$ cat src/design/ttps_pkg.sv
// Shared types and constants for the transposition table probe/store block.
// Used by ttps_probe_eval and transposition_table_probe_store; no dependencies.

package ttps_pkg;

    // Table depth; must be a power of two so the slot is the low key bits.
    localparam int unsigned TABLE_ENTRIES = 65536;
    localparam int unsigned IDX_W         = $clog2(TABLE_ENTRIES);

    localparam int unsigned KEY_W   = 64;
    localparam int unsigned PLY_W   = 6;
    localparam int unsigned DEPTH_W = 6;
    localparam int unsigned FLAG_W  = 2;
    localparam int unsigned SCORE_W = 17;
    localparam int unsigned ESC_W   = 18;   // stored score, room for ply push
    localparam int unsigned MT_W    = 16;

    localparam logic [MT_W-1:0] MATE_THRESHOLD_RST = MT_W'(48000);

    localparam logic OP_PROBE = 1'b0;
    localparam logic OP_STORE = 1'b1;

    typedef enum logic [FLAG_W-1:0] {
        FLAG_EXACT = 2'd0,
        FLAG_UPPER = 2'd1,
        FLAG_LOWER = 2'd2
    } flag_t;

    typedef struct packed {
        logic [KEY_W-1:0]          key;
        logic [DEPTH_W-1:0]        depth;
        logic [FLAG_W-1:0]         flag;
        logic signed [ESC_W-1:0]   score;
    } entry_t;

    localparam int unsigned ENTRY_W = $bits(entry_t);

    typedef enum logic {
        ST_CLEAR,
        ST_RUN
    } ctl_state_t;

    // Probe request fields held while the table read is in flight.
    typedef struct packed {
        logic                      op;
        logic [KEY_W-1:0]          key;
        logic [PLY_W-1:0]          ply;
        logic [DEPTH_W-1:0]        depth;
        logic signed [SCORE_W-1:0] alpha;
        logic signed [SCORE_W-1:0] beta;
    } probe_req_t;

endpackage

$ cat src/design/ttps_probe_eval.sv
// Probe evaluation: key/depth match, mate-score pull-back, bound check.
// Depends on ttps_pkg.

module ttps_probe_eval (
    input  ttps_pkg::entry_t                       entry,
    input  ttps_pkg::probe_req_t                   req,
    input  logic [ttps_pkg::MT_W-1:0]              mate_threshold,
    output logic                                   hit,
    output logic signed [ttps_pkg::SCORE_W-1:0]    score
);

    logic signed [18:0] mt_pos;
    logic signed [18:0] mt_neg;
    logic signed [18:0] ply_s;
    logic signed [18:0] s0;
    logic signed [18:0] s1;
    logic signed [18:0] s2;
    logic signed [ttps_pkg::SCORE_W-1:0] s_sat;
    logic match;

    always_comb
    begin
        mt_pos = signed'({3'b000, mate_threshold});
        mt_neg = -mt_pos;
        ply_s  = signed'({13'd0, req.ply});
        s0     = signed'({entry.score[ttps_pkg::ESC_W-1], entry.score});

        // Pull mate scores back toward zero; both checks apply in turn.
        s1 = (s0 < mt_neg) ? (s0 + ply_s) : s0;
        s2 = (s1 > mt_pos) ? (s1 - ply_s) : s1;

        if (s2 > 19'sd65535)
        begin
            s_sat = 17'sd65535;
        end
        else if (s2 < -19'sd65536)
        begin
            s_sat = -17'sd65536;
        end
        else
        begin
            s_sat = s2[ttps_pkg::SCORE_W-1:0];
        end

        match = (entry.key == req.key) && (entry.depth >= req.depth);
        hit   = 1'b0;
        score = '0;
        if (match)
        begin
            priority if (entry.flag == ttps_pkg::FLAG_EXACT)
            begin
                hit   = 1'b1;
                score = s_sat;
            end
            else if (entry.flag == ttps_pkg::FLAG_UPPER && s_sat <= req.alpha)
            begin
                hit   = 1'b1;
                score = req.alpha;
            end
            else if (entry.flag == ttps_pkg::FLAG_LOWER && s_sat >= req.beta)
            begin
                hit   = 1'b1;
                score = req.beta;
            end
            else
            begin
                hit   = 1'b0;
                score = '0;
            end
        end
    end

endmodule

$ cat config.mk
export PLATFORM = sky130hd
export DESIGN_NAME = ttps_probe_eval
export DESIGN_NICKNAME = d
export VERILOG_FILES = /design/src/design/ttps_pkg.sv /design/src/design/ttps_probe_eval.sv
export SDC_FILE = /design/constraint.sdc
export NUM_CORES = 1
export LEC_CHECK = 0
export BUFFER_PORTS_ARGS = -buffer_cell sky130_fd_sc_hd__buf_4
export CORE_ASPECT_RATIO = 1.75
export CORE_MARGIN = 2
export CORE_UTILIZATION = 45
export DETAILED_ROUTE_END_ITERATION = 12
export GPL_TIMING_DRIVEN = 0
export PLACE_DENSITY_LB_ADDON = 0.08
export SLEW_MARGIN = 20
export SYNTH_ARGS = -nofsm -noshare
export SYNTH_HDL_FRONTEND = slang
export SYNTH_SLANG_ARGS = --single-unit
export TNS_END_PERCENT = 30
$ cat constraint.sdc
create_clock -name vclk -period 8.3
set_clock_uncertainty 0.2 [all_clocks]
set_input_delay 0.415 -clock vclk [all_inputs]
set_output_delay 0.415 -clock vclk [all_outputs]
set_load 0.02 [all_outputs]
* Word-level counts from Yosys, hierarchy flattened
Index checks and enable logic that the tools add are counted.
** Cells by class
- Add/subtract/negate cells :: 3
- Order comparisons :: 7
- Equal/unequal tests :: 3
- Mux-type cells :: 12
- Reductions and logical operators :: 4
** Operators with widths (count)
- two-way mux 17 bit :: 6
- equality test 64 bit :: 1
- two-way mux 19 bit :: 2
- adder 18 x 7 -> 19 bit :: 1
- greater-than comparator 19 x 17 -> 1 bit :: 1
- greater-than comparator 19 x 17 -> 1 bit (second input constant) :: 1
- < comparator 18 x 19 -> 1 bit :: 1
- < comparator 19 x 17 -> 1 bit (second input constant) :: 1
- negation 16 -> 19 bit :: 1
- subtractor 19 x 7 -> 19 bit :: 1
- >= comparator 17 bit :: 1
- <= comparator 17 bit :: 1
- >= comparator 6 bit :: 1
- two-way mux 1 bit :: 4
- logical AND 1 bit :: 3
- equality test 2 x 1 -> 1 bit (second input constant) :: 1
- equality test 2 bit (second input constant) :: 1
- zero test 2 bit :: 1
** Word-level totals
- Flip-flop bits (word level) :: 0
- Output and inout bits :: 18

* Depth between registers and ports, before layout
- Word-level depth :: 14
- Gate-level depth with buffers :: 42
- Depth with buffers taken out :: 38

* Worst setup path before layout
No wires, ideal clock.
- Kind :: input port to output port
- Start :: input port mate_threshold[5] (netlist bit)
- End :: output port score[16] (netlist bit)
- Arrival time :: 8.811 ns
- Data required time :: 7.685 ns
- Slack :: -1.126 ns
- Stages on the path :: 41
- Path buffers :: 4
- Path through :: nor4_1 -> nand2_1 -> or4_1 -> nor4_1 -> xnor2_1 -> ha_1 -> nand2_1 -> nor4_2 -> and3_1 -> nor4_1 -> buf_2 -> nor3_1 -> and3_1 -> xor2_1 -> ha_1 -> and4_1 -> nand2_1 -> nor4_1 -> (+5 left out) -> inv_2 -> a211o_1 -> clkbuf_1 -> o21ai_0 -> ha_1 -> nor2b_1 -> o21a_1 -> o21a_1 -> o21a_1 -> o21a_1 -> o21a_1 -> o21a_1 -> o21ai_0 -> a31o_2 -> buf_4 -> buf_4 -> a21oi_1 -> a211oi_1
** On the way
- Longest elaborated chain between the ends :: 14
- Elaborated cells between the ends (all ways) :: 18
- Those cells by class :: add/sub: 2; order compare: 6; mux: 8; reduce/logical: 2
** Ends and longest elaborated chain
- start, declared :: line ttps_probe_eval.sv:7 : input logic [ttps_pkg::MT_W-1:0] mate_threshold,
- negation 16 -> 19 bit :: line ttps_probe_eval.sv:24 : mt_neg = -mt_pos;
- < comparator 18 x 19 -> 1 bit :: line ttps_probe_eval.sv:29 : s1 = (s0 < mt_neg) ? (s0 + ply_s) : s0;
- two-way mux 19 bit :: line ttps_probe_eval.sv:29
- subtractor 19 x 7 -> 19 bit / greater-than comparator 19 x 17 -> 1 bit (equally long branches) :: line ttps_probe_eval.sv:30 : s2 = (s1 > mt_pos) ? (s1 - ply_s) : s1;
- two-way mux 19 bit (*) :: line ttps_probe_eval.sv:30
- < comparator 19 x 17 -> 1 bit :: line ttps_probe_eval.sv:36 : else if (s2 < -19'sd65536)
- two-way mux 17 bit :: line ttps_probe_eval.sv:36
- two-way mux 17 bit (*) :: line ttps_probe_eval.sv:32 : if (s2 > 19'sd65535)
- >= comparator 17 bit :: line ttps_probe_eval.sv:60 : else if (entry.flag == ttps_pkg::FLAG_LOWER && s_sat >= req.beta)
- logical AND 1 bit :: line ttps_probe_eval.sv:60
- two-way mux 17 bit :: line ttps_probe_eval.sv:60
- two-way mux 17 bit :: line ttps_probe_eval.sv:55 : else if (entry.flag == ttps_pkg::FLAG_UPPER && s_sat <= req.alpha)
- two-way mux 17 bit (*) :: line ttps_probe_eval.sv:50 : priority if (entry.flag == ttps_pkg::FLAG_EXACT)
- two-way mux 17 bit (*) :: line ttps_probe_eval.sv:48 : if (match)
- end, declared :: line ttps_probe_eval.sv:9 : output logic signed [ttps_pkg::SCORE_W-1:0] score
Every way passes the cells marked *; elsewhere a longest branch is shown, timed or not.

* Worst setup path in the final report
- Start :: input port mate_threshold[5] (netlist bit)
- End :: output port score[14] (netlist bit)
Same word-level chain as after synthesis.

==> impl_metrics.ini <==
[floorplanning]
ios = 235
initial_core_util_pct = 46.35
die_x_um = 83.58
die-area_sq_um = 11970
dieHeight_um = 143.3
core_area_sq_um = 10760
rows = 50

[final_layout]
stdcell_count = 1126
drive_above_1_share_pct = 42.97
syn2layout_area_growth_pct = 65.50
design_area_sq_um = 8254
nClkBuffers = 0
ff_latch_area_sq_um = 0
seq_cell_count = 0
layout_common_cells = 293 x buf_4, 79 x ha_1, 77 x inv_1
nFillCells = 806
n_antenna_cell = 0
final_common_cell = buf_4
fin_nets = 1303

[power]
p_switching_mw = 0.2677
combPwrFrac_pct = 100.0
power_density_nw_per_um2 = 63.39
p_leak_nw = 3.986
p_clk_share_pct = 0
p_int_mw = 0.2555
switching_share_pct = 51.17
pwr-share-seq_pct = 0
vdd_drop_max_mv = 0.03786

[placement]
io_buffers = 234
dp.final_hpwl_mm = 17.18
placed_area_sq_um = 7157
placed_cells = 1061
gp_congestion = 0.9606

[route]
via_per_inst = 5.917
via_count = 6662
drtPass1Iterations = 5
first_iter_violations = 298
drt_wl_total_mm = 21.34
avgRoutedWirePerCell_um = 18.95
postRouteAntennaNets = 0
drc = 0

[job]
maxCapViolCount = 0

[global_route]
grt_max_degree = 11
overflow = 0
grt_pass1_vias = 7065
track_usage_pct = 33.30
antenna_found_initial = 0
grt_pass1_wl_mm = 32.84

[logic_synthesis]
syn_nets = 1002
synth-xor-area-share_pct = 17.91
synth-seq-area-share_pct = 0
synth-compound-area-share_pct = 25.54
yosys.cell_types.count = 68
synth_top_family_by_area = compound AO/OA/AOI/OAI gates
synth_area_leaders = ha_1 22%, xor2_1 13%, inv_1 5.9%, xnor2_1 5.1%, nand2_1 3.9%
syn_inst = 697
synth-simple-area-share_pct = 23.06
synthAdderAreaFrac_pct = 22.38
synth_top_area_share_pct = 21.58
avgSynthCellArea_sq_um = 7.155
netlist_area_sq_um = 4987
ys_warn_count = 0
synth_mux_area_share_pct = 3.236
synth_top_area_cell = ha_1

[worst_setup_path]
cp.depth = 44
start_kind = input pin
path_buf_inv = 10
crit_slowest_cell = or4_4
crit_family = compound AO/OA/AOI/OAI gates
worst_path_most_repeated_cell = o21a_1
cp.required_ps = 7690
cp_slowest_stage_delay_ps = 550
cp_max_fo = 5
crit_type = input pin to output port
cp-end-kind = output port
crit_arrival_ps = 8670

[timing]
fin_crit_ps = 9287
worst_slew_margin_rel_pct = 37.91
layout_setup_ws_ps = -987.2
fin_crit_sh_pct = 111.9
grt_setup_unrepaired = yes
fmax_mhz = 107.7
hold_violations = 0
slew_viol_final = 0
worstMarginPinSlew_ps = 921.6
setup_viol = 18

[cts]
postCtsHoldBufs = 0

[status]
failed_checks = negative setup slack
status = complete, but fails checks

[hold_path]
hold_depth = 5
hold_class = input pin to output port
cell families after synthesis:
| logic type | count (synthesis) |
|---|---|
| AND/OR/NAND/NOR | 216 |
| AO/OA/AOI/OAI | 181 |
| XOR/XNOR | 102 |
| buffers and inverters | 95 |
| adder cells (fa/ha/maj) | 88 |
| multiplexers | 15 |
path summary, 6_finish.rpt:
path        end               from  slack, ps
min         hit          entry[19]       1070
max   score[14]  mate_threshold[5]       -990
routing by layer:
layer / global-route usage (%) / up-vias / wire, um / part of all wire (%)
met5: 0 / - / 0 / 0
met1: 33.00 / 3095 / 7489 / 35
met2: 67.41 / 308 / 11670 / 55
met4: 17.15 / 0 / 1250 / 5.9
met3: 2.428 / 77 / 926 / 4.3
li1: - / 3182 / - / -
synth_stat cells (all sizes together), types with 2 or more instances:
cell type    instances
a211o                2
a211oi              24
a21o                12
a21oi               31
a221oi              16
a311o                2
a311oi               2
a31o                 3
a31oi                4
a32oi                2
and2                 9
and3                 5
and3b                2
and4                 4
buf                  8
clkbuf               6
dlygate4sd1          2
fa                   2
ha                  86
inv                 79
mux2                 9
mux2i                6
nand2               52
nand2b               8
nand3               16
nand4               18
nand4b               2
nor2                30
nor2b               10
nor3                17
nor4                31
o211ai               9
o21a                16
o21ai               35
o22ai                3
o311a                2
o31ai                4
o41ai                2
or2                  3
or3                  3
or4                  3
xnor2               29
xor2                73
timing repair:
action                                 CTS  global route
gates resized for setup                 70            36
pin swaps                               42            23
cloned                                   1             0
setup buffers                           37            28
endpoints found under the hold margin    0             0
setup endpoints to repair               18            18
per-stage QoR:
step           util (%)  setup slack [ps]  power (mW)  TNS, ps  hold slack (ps)
2_1_floorplan         -            -149.4      0.2598    -1556            820.6
3_3_place_gp      66.51             -1818      0.4143   -28990             1057
3_5_place_dp      66.51             -2053      0.4300   -32900             1057
4_1_cts           72.81            -748.9      0.4822   -12140             1062
5_1_grt           76.71             -1382      0.5711   -23210             1096
6_report          76.71            -987.2      0.5232   -16460             1071
power by group through the flow:
stage               clock network, mW  registers, mW  logic (mW)
floorplan                           0              0       0.260
global placement                    0              0       0.414
detailed placement                  0              0       0.430
CTS                                 0              0       0.482
global route                        0              0       0.571
finish                              0              0       0.523
layout make-up:
type	count	area, sq um	area share, %
buffer	16	133.9	1.622
inverter	79	296.5	3.593
multi-input combinational	602	5343	64.73
tap	130	162.7	1.971
timing repair buffer	299	2318	28.09
Power figures use the tool's default switching activity.
