==> src/design/ttps_ram.sv <==
// Generic single-port-write, single-port-read synchronous RAM.
// Read data is registered; no dependencies.

module ttps_ram #(
    parameter int unsigned WIDTH = 8,
    parameter int unsigned DEPTH = 16,
    parameter int unsigned AW    = $clog2(DEPTH)
) (
    input  logic             clk,
    input  logic             we,
    input  logic [AW-1:0]    waddr,
    input  logic [WIDTH-1:0] wdata,
    input  logic             re,
    input  logic [AW-1:0]    raddr,
    output logic [WIDTH-1:0] rdata
);

    logic [WIDTH-1:0] mem [DEPTH];

    always_ff @(posedge clk)
    begin
        if (we)
        begin
            mem[waddr] <= wdata;
        end
        if (re)
        begin
            rdata <= mem[raddr];
        end
    end

endmodule

==> config.mk <==
export PLATFORM = sky130hd
export DESIGN_NAME = ttps_ram
export DESIGN_NICKNAME = d
export VERILOG_FILES = /design/src/design/ttps_ram.sv
export SDC_FILE = /design/constraint.sdc
export NUM_CORES = 1
export LEC_CHECK = 0
export ABC_AREA = 0
export BUFFER_PORTS_ARGS = -buffer_cell sky130_fd_sc_hd__buf_2
export CAP_MARGIN = 30
export CORE_MARGIN = 2
export CORE_UTILIZATION = 55
export CTS_BUF_LIST = sky130_fd_sc_hd__clkbuf_4 sky130_fd_sc_hd__clkbuf_8
export DETAILED_ROUTE_END_ITERATION = 10
export PLACE_DENSITY = 0.78
export SYNTH_ARGS = -nofsm -noshare
export SYNTH_HDL_FRONTEND = slang
export SYNTH_SLANG_ARGS = --single-unit
export TNS_END_PERCENT = 1
==> constraint.sdc <==
create_clock -name clk -period 1.8 [get_ports clk]
set_clock_uncertainty 0.1 [all_clocks]
set_input_delay 0.09 -clock clk [delete_from_list [all_inputs] [get_ports clk]]
set_output_delay 0.09 -clock clk [all_outputs]
set_load 0.03 [all_outputs]
# Word-level counts from Yosys, hierarchy flattened
# Memories as Yosys holds them, arrays and structs flattened. A register that Yosys moved wholly into a read port is not among the register bits.
# Cells that the tools add are included.
totals:
  n_memories: 1
  ram_bits: 128
  rom_bits: 0
  elab_cells: 3
  latchBits: 0
  register_bits: 0
  inputBits: 19
  out_inout_bits: 8
op_classes:
  div_mod_pow: 0
  addsub: 0
  magnitude_cmp: 0
  shift: 0
  multipliers: 0
  n_mux: 2
  n_eq_ne: 0
  n_bitwise: 0
  reduce_logical: 0
memory_table:
  columns: ["memory", "words", "width", "rd", "rd_ports_with_merged_regs", "write_ports", "line_no", "text"]
  rows:
  - ["mem", 16, 8, 1, 1, 1, "18", "logic [WIDTH-1:0] mem [DEPTH];"]
ops:
  columns: ["operator", "n"]
  rows:
  - ["$mux 1", 2]

# Longest topological paths before layout
# Gate-level depths: netlist (run 1).
logic_depth:
  depth_word: 2
  depth_mapped: 5
  ltp_nobuf: 3

# Worst setup path before layout (run 1)
# Ideal clock, no wire load.
synth_timing:
  kind: "input to register"
  startpoint: "input waddr[2]"
  endpoint: "memory mem[0][0], enable pin"
  arrival_ns: 1.200
  path_buffers: 0
  required_ns: 1.317
  setup_slack_ns: 0.117
  stages: 2
  setup_time_ns: 0.383
  path_cell_list: "or3b_2 nor3_1"
synth_rtl:
  columns: ["item", "line_no", "text"]
  rows:
  - ["from (decl)", "11", "input logic [AW-1:0] waddr,"]
  - ["to (decl)", "18", null]
# Straight into the memory's write port.

==> metrics.txt, run 1 <==
Synth top cells by count 136 x edfxtp_1, 18 x mux4_2, 16 x a22oi_1; Clock Power Share 0.388; drt initial violations around 210; R2R setup slack ~230 ps; input/output buffers 26; RePlAce Congestion ~0.77; largest area contributor in the netlist edfxtp_1; Gate Count Post-Synth 229; register bit total from synthesis about 140; post-layout util 0.665; Worst setup EP type flop; hpwl dp a little over 6000 um; Hold Path Class primary input to flop; main area contributors after synthesis edfxtp_1 78%, mux4_2 7.8%, mux4_1 7.0%; Seq/Total Area, Yosys 0.781; GRT Util Overall 0.200; Rows 35; crit-path max FO 1; endpoints failing setup 0; # IOs 27; global-route wire length before repair 14200 um; most common cell in the netlist edfxtp_1; DRC 0; Req. time, crit path between 1500 and 2000 ps; final std cells w/o fill 436; gr ovfl total 0; Seq pwr share 0.554; Max Slew Vio Count 0; outcome completed; FFs w/ async S/R, synth 0; antenna cell count 0; Inst Count DP between 300 and 400; syn avg cell area about 23 um^2; die area just over 10000 um^2; share of layout cells above drive strength 1 0.319; Total Wirelength a little over 9000 um; pwr dens ~1100 nW/um^2; CTS Sinks roughly 140; Period minus WS final 1570 ps; Die X 101 um; vias in the first global route ~2500; Slew HR 0.742; Syn Nets between 200 and 250; Hold Vio Cnt, Final 0; Top FF cell, synth edfxtp_1; initial antenna violation count 0; first drt pass iteration count 4; critical path's largest stage delay about 530 ps; Initial Util 0.566; CTS clk-pin slew, worst paths approximately 70 ps; Crit Path Class flop to flop; post-synth top area share 0.781; family with the most delay on the worst path multiplexers; crit-path cells mux4_1 -> a22oi_1 -> nand2_1; Max-cap violations 0; RSZ-0062 raised after global routing no; WL/cell 21.3 um; Placeable Area around 9200 um^2; maximum clock path buffer count 2; Synth cell types 18; vias around 2500; CP max-delay cell mux4_1; TNS Setup 0 ps; crit start category flop; Cell Area, Synth approximately 5200 um^2; Leakage 2.09 nW; cell internal pwr ~5.1 mW; Max Clk Rate 637 MHz; largest net degree at the start of global routing 33; die height ~100 um; Switching Share 0.211; EDFF count, synth 136; via/cell ratio ~5.7; final hold slack 129 ps; Final nets approximately 310; Clock Tree Root clkbuf_8; sw power roughly 1.4 mW; Num CTS Buffers 17; Antenna Nets Post-Route 0; period utilisation layout 0.873; CTS tree built; worst vdd ir about 0.43 mV; Skew-Pair Late Insertion Delay 420 ps; combinational share of power 0.058; worst-margin pin slew 388 ps; Syn-to-layout area delta 17.6%; Worst Path Buf+Inv 0; setup repair bufs after CTS 0; Syn. warnings 0; H-tree depth 4; CP Data Arrival Time around 1600 ps; Power Total between 6 and 7 mW
==> cell families (layout without fill, tap and decap cells) <==
family,Yosys count,after routing,share of synthesized area
compound gates,16,16,0.0230
buf+inv,10,88,0.0165
flops,136,136,0.781
mux,32,32,0.148
simple gates,35,35,0.0314
==> power by group through the flow <==
stage	Clock, mW	Sequential, mW	Combinational [mW]
final	2.51	3.58	0.373
after global routing	2.68	3.59	0.402
after CTS	2.56	3.58	0.381
after detailed placement	0	3.65	0.364
after global placement	0	3.65	0.353
after floorplan	0	3.68	0.180
==> cells in the final DEF (no fill, tap or decap), types with 2 or more instances in the layout <==
| master | Yosys | final |
|---|---|---|
| edfxtp_1 | 136 | 136 |
| buf_2 | 3 | 26 |
| mux4_2 | 18 | 18 |
| buf_4 | 1 | 18 |
| clkbuf_8 | 0 | 17 |
| a22oi_1 | 16 | 16 |
| mux4_1 | 14 | 14 |
| nor2_1 | 13 | 13 |
| nand2_1 | 9 | 9 |
| dlygate4sd3_1 | 0 | 9 |
| nor3_1 | 4 | 4 |
| inv_6 | 0 | 4 |
| buf_12 | 0 | 4 |
| bufinv_16 | 0 | 3 |
| clkinv_4 | 0 | 3 |
| clkinv_2 | 0 | 3 |
| nand3b_1 | 2 | 2 |
| nand2b_1 | 2 | 2 |
==> per-stage QoR <==
step | instance area [um^2] | setup slack [ps]
finish | 6150 | 229
global route | 6150 | 154
global placement | 5650 | 108
detailed placement | 5650 | 90.9
CTS | 6150 | 213
floorplan | 5230 | 117
==> per-layer routing <==
metal,vias to the layer above,global-route usage,wire (um),share of wire
met1,1255,0.259,3650,0.39
met2,110,0.328,4870,0.53
met4,0,0.0644,105,0.011
met3,9,0.0614,636,0.069
li1,1112,-,-,-
met5,-,0,0,0
==> registers in the layout (all words and copies together), names as in the netlist <==
name   cells
rdata      8
mem      128
==> what timing repair did <==
action,CTS,global route
endpoints found under the hold margin,136,0
hold buffers,9,0
resized for setup,0,0
==> worst paths after layout <==
path,to,depth (start not counted),from
worst max-delay path,rdata[1],3,mem[1][1]
worst min-delay path,mem[8][6],3,waddr[0]
worst max register to register,rdata[1],3,mem[1][1]
worst min register to register,rdata[5],3,mem[11][5]
==> final cells by class <==
| type | count | area (um^2) |
|---|---|---|
| repair buffers | 57 | 435 |
| multi-input cells | 83 | 1060 |
| well taps | 129 | 161 |
| clock inverters | 14 | 174 |
| clock buffers | 17 | 234 |
| flip-flops and latches | 136 | 4080 |
| fillers | 557 | 3090 |
==> worst min-delay path, stage by stage <==
cell and delay (ps):
buf_2 140, nor3_1 60, buf_4 180
Note: power is estimated with default switching activity, not from simulation.
==> run 2, diff against run 1 <==
- MAX_ROUTING_LAYER: not set -> met4
==> run 2 against run 1 <==
Effect of this change: non-clock buffer count stayed put; register-to-register slack hardly changed; highest routed layer unchanged; global-route usage is 0.60 points higher; count of clock-buffer cells in the layout stayed put.
==> metrics.txt, run 2 (synthesized netlist as in run 1, its figures left out) <==
worst-margin pin slew 394 ps (+6.04 ps); maximum clock path buffer count 2 (unchanged); Hold Path Class primary input to flop; hold_sp waddr[0]; r2r endpoint rdata[1]; Clock Power Share 0.389 (about the same); Period minus WS final 1560 ps (-6.82 ps); cell internal pwr 5.10 mW (about the same); fin worst setup slack 236 ps (+6.82 ps); die area 10300 um^2 (unchanged); CTS tree built; H-tree depth 4 (unchanged); Initial Util 0.566 (unchanged); Antenna Nets Post-Route 0 (unchanged); Syn-to-layout area delta 17.6% (unchanged); Clock Tree Root clkbuf_8; Hold Vio Cnt, Final 0 (unchanged); pwr dens 1050 nW/um^2 (+0.16%); Max Clk Rate 639 MHz (+0.44%); combinational share of power 0.058 (about the same); family with the most delay on the worst path multiplexers; crit-path max FO 1 (unchanged); Worst Path Buf+Inv 0 (unchanged); largest net degree at the start of global routing 33 (unchanged); Rows 35 (unchanged); WL/cell 21.5 um (+1.2%); Seq pwr share 0.553 (about the same); commonest non-fill, non-tap cell in the layout edfxtp_1; CP Data Arrival Time 1630 ps (about the same); Switching Share 0.212 (+0.00136); Num CTS Buffers 17 (unchanged); WHS Path Cells 3 (unchanged); Largest Register mem; vias 2474 (-0.48%); worst r2r src mem[1][1]; vias in the first global route 2516 (-0.59%); first drt pass iteration count 4 (unchanged); CTS Sinks 136 (unchanged); Die X 101 um (unchanged); sw power 1.38 mW (+0.81%); hpwl dp 6040 um (unchanged); global-route wire length before repair 14200 um (+0.14%); Final nets 314 (unchanged); via/cell ratio 5.67 (-0.48%); reg2reg path depth 3 (unchanged); Total Wirelength 9380 um (+1.2%); period utilisation layout 0.869 (-0.00379); Placeable Area 9240 um^2 (unchanged); Max-cap violations 0 (unchanged); initial antenna violation count 0 (unchanged); CP max-delay cell mux4_1; post-cts resize count 0 (unchanged); critical path's largest stage delay 520 ps (about the same); crit start category flop; gr ovfl total 0 (unchanged); TNS Setup 0 ps (unchanged); CTS clk-pin slew, worst paths 70 ps (about the same); endpoints failing setup 0 (unchanged); Skew-Pair Late Insertion Delay 420 ps (about the same); crit-path cells mux4_1 -> a22oi_1 -> nand2_1; Leakage 2.09 nW (unchanged); antenna cell count 0 (unchanged); pre-CTS setup slack 90.9 ps (unchanged); registers with the most flip-flops mem (128), rdata (8); hold endpoint mem[4][6]; DRC 0 (unchanged); GRT Util Overall 0.206 (+0.00603); # IOs 27 (unchanged); Worst setup EP type flop; Max Slew Vio Count 0 (unchanged); RePlAce Congestion 0.780 (+1.4%); Crit Path Class flop to flop; share of layout cells above drive strength 1 0.319 (unchanged); worst vdd ir 0.430 mV (about the same); R2R setup slack 240 ps (about the same); outcome completed; max FFs per register 128 (unchanged); drt initial violations 217 (+3.8%); final hold slack 127 ps (-2.57 ps); Req. time, crit path 1870 ps (about the same); Slew HR 0.738 (-0.00403); RSZ-0062 raised after global routing no; die height 101 um (unchanged); input/output buffers 26 (unchanged); commonest non-fill, non-tap cells in the layout 136 x edfxtp_1, 26 x buf_2, 18 x mux4_2, 18 x buf_4, 17 x clkbuf_8
run 2: cell counts in the layout (fill, tap and decap cells not counted):
No cell type changed its count.
run 2: power groups by stage:
stage / clock [mW] / sequential [mW] / combinational (mW)
after global placement: 0 / 3.65 / 0.353
after detailed placement: 0 / 3.65 / 0.364
after floorplan: 0 / 3.68 / 0.180
final: 2.52 / 3.58 / 0.374
after global routing: 2.67 / 3.59 / 0.402
after CTS: 2.56 / 3.58 / 0.381
run 2: worst max path at each step:
stage	endpoint	cells after the start	start	slack, ps
after global routing	rdata[5]	3	mem[1][5]	150
after CTS	rdata[5]	3	mem[1][5]	210
after detailed placement	rdata[2]	5	raddr[0]	90
after global placement	rdata[3]	5	raddr[0]	110
after floorplan	mem[0][0]	2	waddr[2]	120
final	rdata[1]	3	mem[1][1]	240
run 2: what timing repair did:
action                     4_1_cts  5_1_grt
setup buffers                    0        0
hold endpoints to repair       136        0
setup endpoints to repair        0        0
hold buffers                     9        0
run 2: cell type report:
type | count | area [um^2]
sequential | 136 | 4080
multi-input combinational | 83 | 1060
clock inverter | 14 | 174
clock buffer | 17 | 234
tap | 129 | 161
fill | 557 | 3090
timing repair buffer | 57 | 435
run 2: worst min-delay path, cell delays in order:
cell and delay [ps]:
buf_2 140, nor3_1 60, buf_4 180
run 2: per-layer routing:
layer  up-vias  global-route usage  part of all wire
met1      1256               0.258              0.40
met2       100               0.329              0.52
met3         7              0.0552             0.068
met5         -                   -                 0
met4         0              0.0707            0.0093
li1       1111                   -                 -
run 2: metrics by stage:
step	utilization	instances	power (mW)	cell area [um^2]
6_report	0.665	436	6.48	6150
5_1_grt	0.665	436	6.66	6150
4_1_cts	0.665	436	6.53	6150
3_5_place_dp	0.611	396	4.02	5650
3_3_place_gp	0.611	396	4.00	5650
2_1_floorplan	-	229	3.86	5230
==> run 3, diff against run 2 <==
- HOLD_SLACK_MARGIN: not set -> 0.02
- REMOVE_ABC_BUFFERS: not set -> 1
==> run 3 against run 2 <==
Effect of this change: largest power group unchanged; largest cell class unchanged; sequential power barely moved; die area stayed put; fmax shrank 1.4%; count of clock-buffer cells in the layout up 1.
==> metrics.txt, run 3 (synthesized netlist as in run 1, its figures left out) <==
Max-cap violations 0 (unchanged); Max Slew Vio Count 0 (unchanged); outcome completed; Crit Path Class flop to flop; CTS clk-pin slew, worst paths 80 ps (about the same); Max Clk Rate 631 MHz (-1.4%); Num CTS Buffers 17 (unchanged); die height 101 um (unchanged); CP Data Arrival Time 1660 ps (+30 ps); Clock Power Share 0.392 (+0.003); input/output buffers 26 (unchanged); max FFs per register 128 (unchanged); largest net degree at the start of global routing 33 (unchanged); crit-path cells mux4_1 -> a22oi_1 -> nand2_1; Clock Tree Root clkbuf_8; Period minus WS final 1590 ps (+21.8 ps); Total Wirelength 9420 um (+0.45%); Antenna Nets Post-Route 0 (unchanged); H-tree depth 4 (unchanged); Skew-Pair Late Insertion Delay 430 ps (about the same); CTS Sinks 136 (unchanged); share of layout cells above drive strength 1 0.317 (-0.00222); RePlAce Congestion 0.744 (-4.6%); worst vdd ir 0.467 mV (+8.5%); sw power 1.38 mW (+0.13%); Leakage 2.06 nW (-1.2%); DRC 0 (unchanged); registers with the most flip-flops mem (128), rdata (8); RSZ-0062 raised after global routing no; initial antenna violation count 0 (unchanged); GRT Util Overall 0.209 (+0.00295); maximum clock path buffer count 2 (unchanged); Req. time, crit path 1870 ps (about the same); # IOs 27 (unchanged); Placeable Area 9240 um^2 (unchanged); Switching Share 0.212 (about the same); setup repair bufs after CTS 0 (unchanged); Hold Vio Cnt, Final 0 (unchanged); Die X 101 um (unchanged); Largest Register mem; worst-margin pin slew 444 ps (+50.7 ps); cell internal pwr 5.11 mW (+0.21%); hpwl dp 5730 um (-5.1%); CP max-delay cell mux4_1; Syn-to-layout area delta 17.1%; critical path's largest stage delay 510 ps (about the same); commonest non-fill, non-tap cell in the layout edfxtp_1; CTS tree built; first drt pass iteration count 4 (unchanged); pwr dens 1060 nW/um^2 (+0.62%); Initial Util 0.566 (unchanged); vias 2511 (+1.5%); vias in the first global route 2532 (+0.64%); WL/cell 21.7 um (+0.68%); Slew HR 0.704 (-0.0338); TNS Setup 0 ps (unchanged); drt initial violations 226 (+4.1%); period utilisation layout 0.881 (+0.0121); gr ovfl total 0 (unchanged); global-route wire length before repair 14400 um (+1.2%); via/cell ratio 5.77 (+1.7%); die area 10300 um^2 (unchanged); Seq pwr share 0.552 (about the same); Hold Path Class primary input to flop; endpoints failing setup 0 (unchanged); crit start category flop; Rows 35 (unchanged); Worst setup EP type flop; commonest non-fill, non-tap cells in the layout 136 x edfxtp_1, 26 x buf_2, 19 x buf_4; antenna cell count 0 (unchanged); crit-path max FO 1 (unchanged); combinational share of power 0.056 (-0.002); Final nets 313 (-0.32%); post-layout util 0.662 (-0.00284)
run 3: through the flow:
stage	power, mW	hold WS [ps]	cell area (um^2)	std cells	worst slack [ps]
2_1_floorplan	3.82	88.9	5140	219	117
3_3_place_gp	3.99	367	5620	395	39.6
3_5_place_dp	4.01	368	5620	395	22.8
4_1_cts	6.53	99.7	6120	435	174
5_1_grt	6.68	124	6120	435	132
6_report	6.49	119	6120	435	214
run 3: critical path: cells and delay by family (launching register included):
family          cells  cell delay (ps)
mux                 1              510
simple gates        1               90
flops               1              350
compound gates      1              280
run 3: power by group through the flow:
stage	Clock [mW]	Combinational, mW	Sequential, mW
finish	2.54	0.365	3.58
global route	2.70	0.396	3.59
CTS	2.57	0.369	3.58
detailed placement	0	0.352	3.65
global placement	0	0.343	3.65
floorplan	0	0.142	3.68
run 3: path summary, 6_finish.rpt:
kind                            slack [ps]      start  cells past startpoint         to
worst min register to register         660  mem[8][3]                      3   rdata[3]
worst min-delay path                   120   waddr[0]                      3  mem[0][1]
worst max-delay path                   210  mem[1][0]                      3   rdata[0]
worst max register to register         210  mem[1][0]                      3   rdata[0]
run 3: metal layers:
metal	vias to the layer above	part of all wire	GRT usage
met2	83	0.49	0.313
met1	1310	0.44	0.283
met5	-	0	-
li1	1107	-	-
met4	0	0.013	0.0634
met3	11	0.057	0.0600
run 3: area by class of cell:
type,count,area [um^2]
Clock buffer,18,241
Clock inverter,13,173
Fill cell,588,3120
Multi-Input combinational cell,83,1060
Sequential cell,136,4080
Tap cell,129,161
Timing Repair Buffer,56,403
run 3: repair_timing:
item                      4_1_cts  5_1_grt
hold buffers                    9        0
hold endpoints to repair      136        0
gates resized for setup         0        0
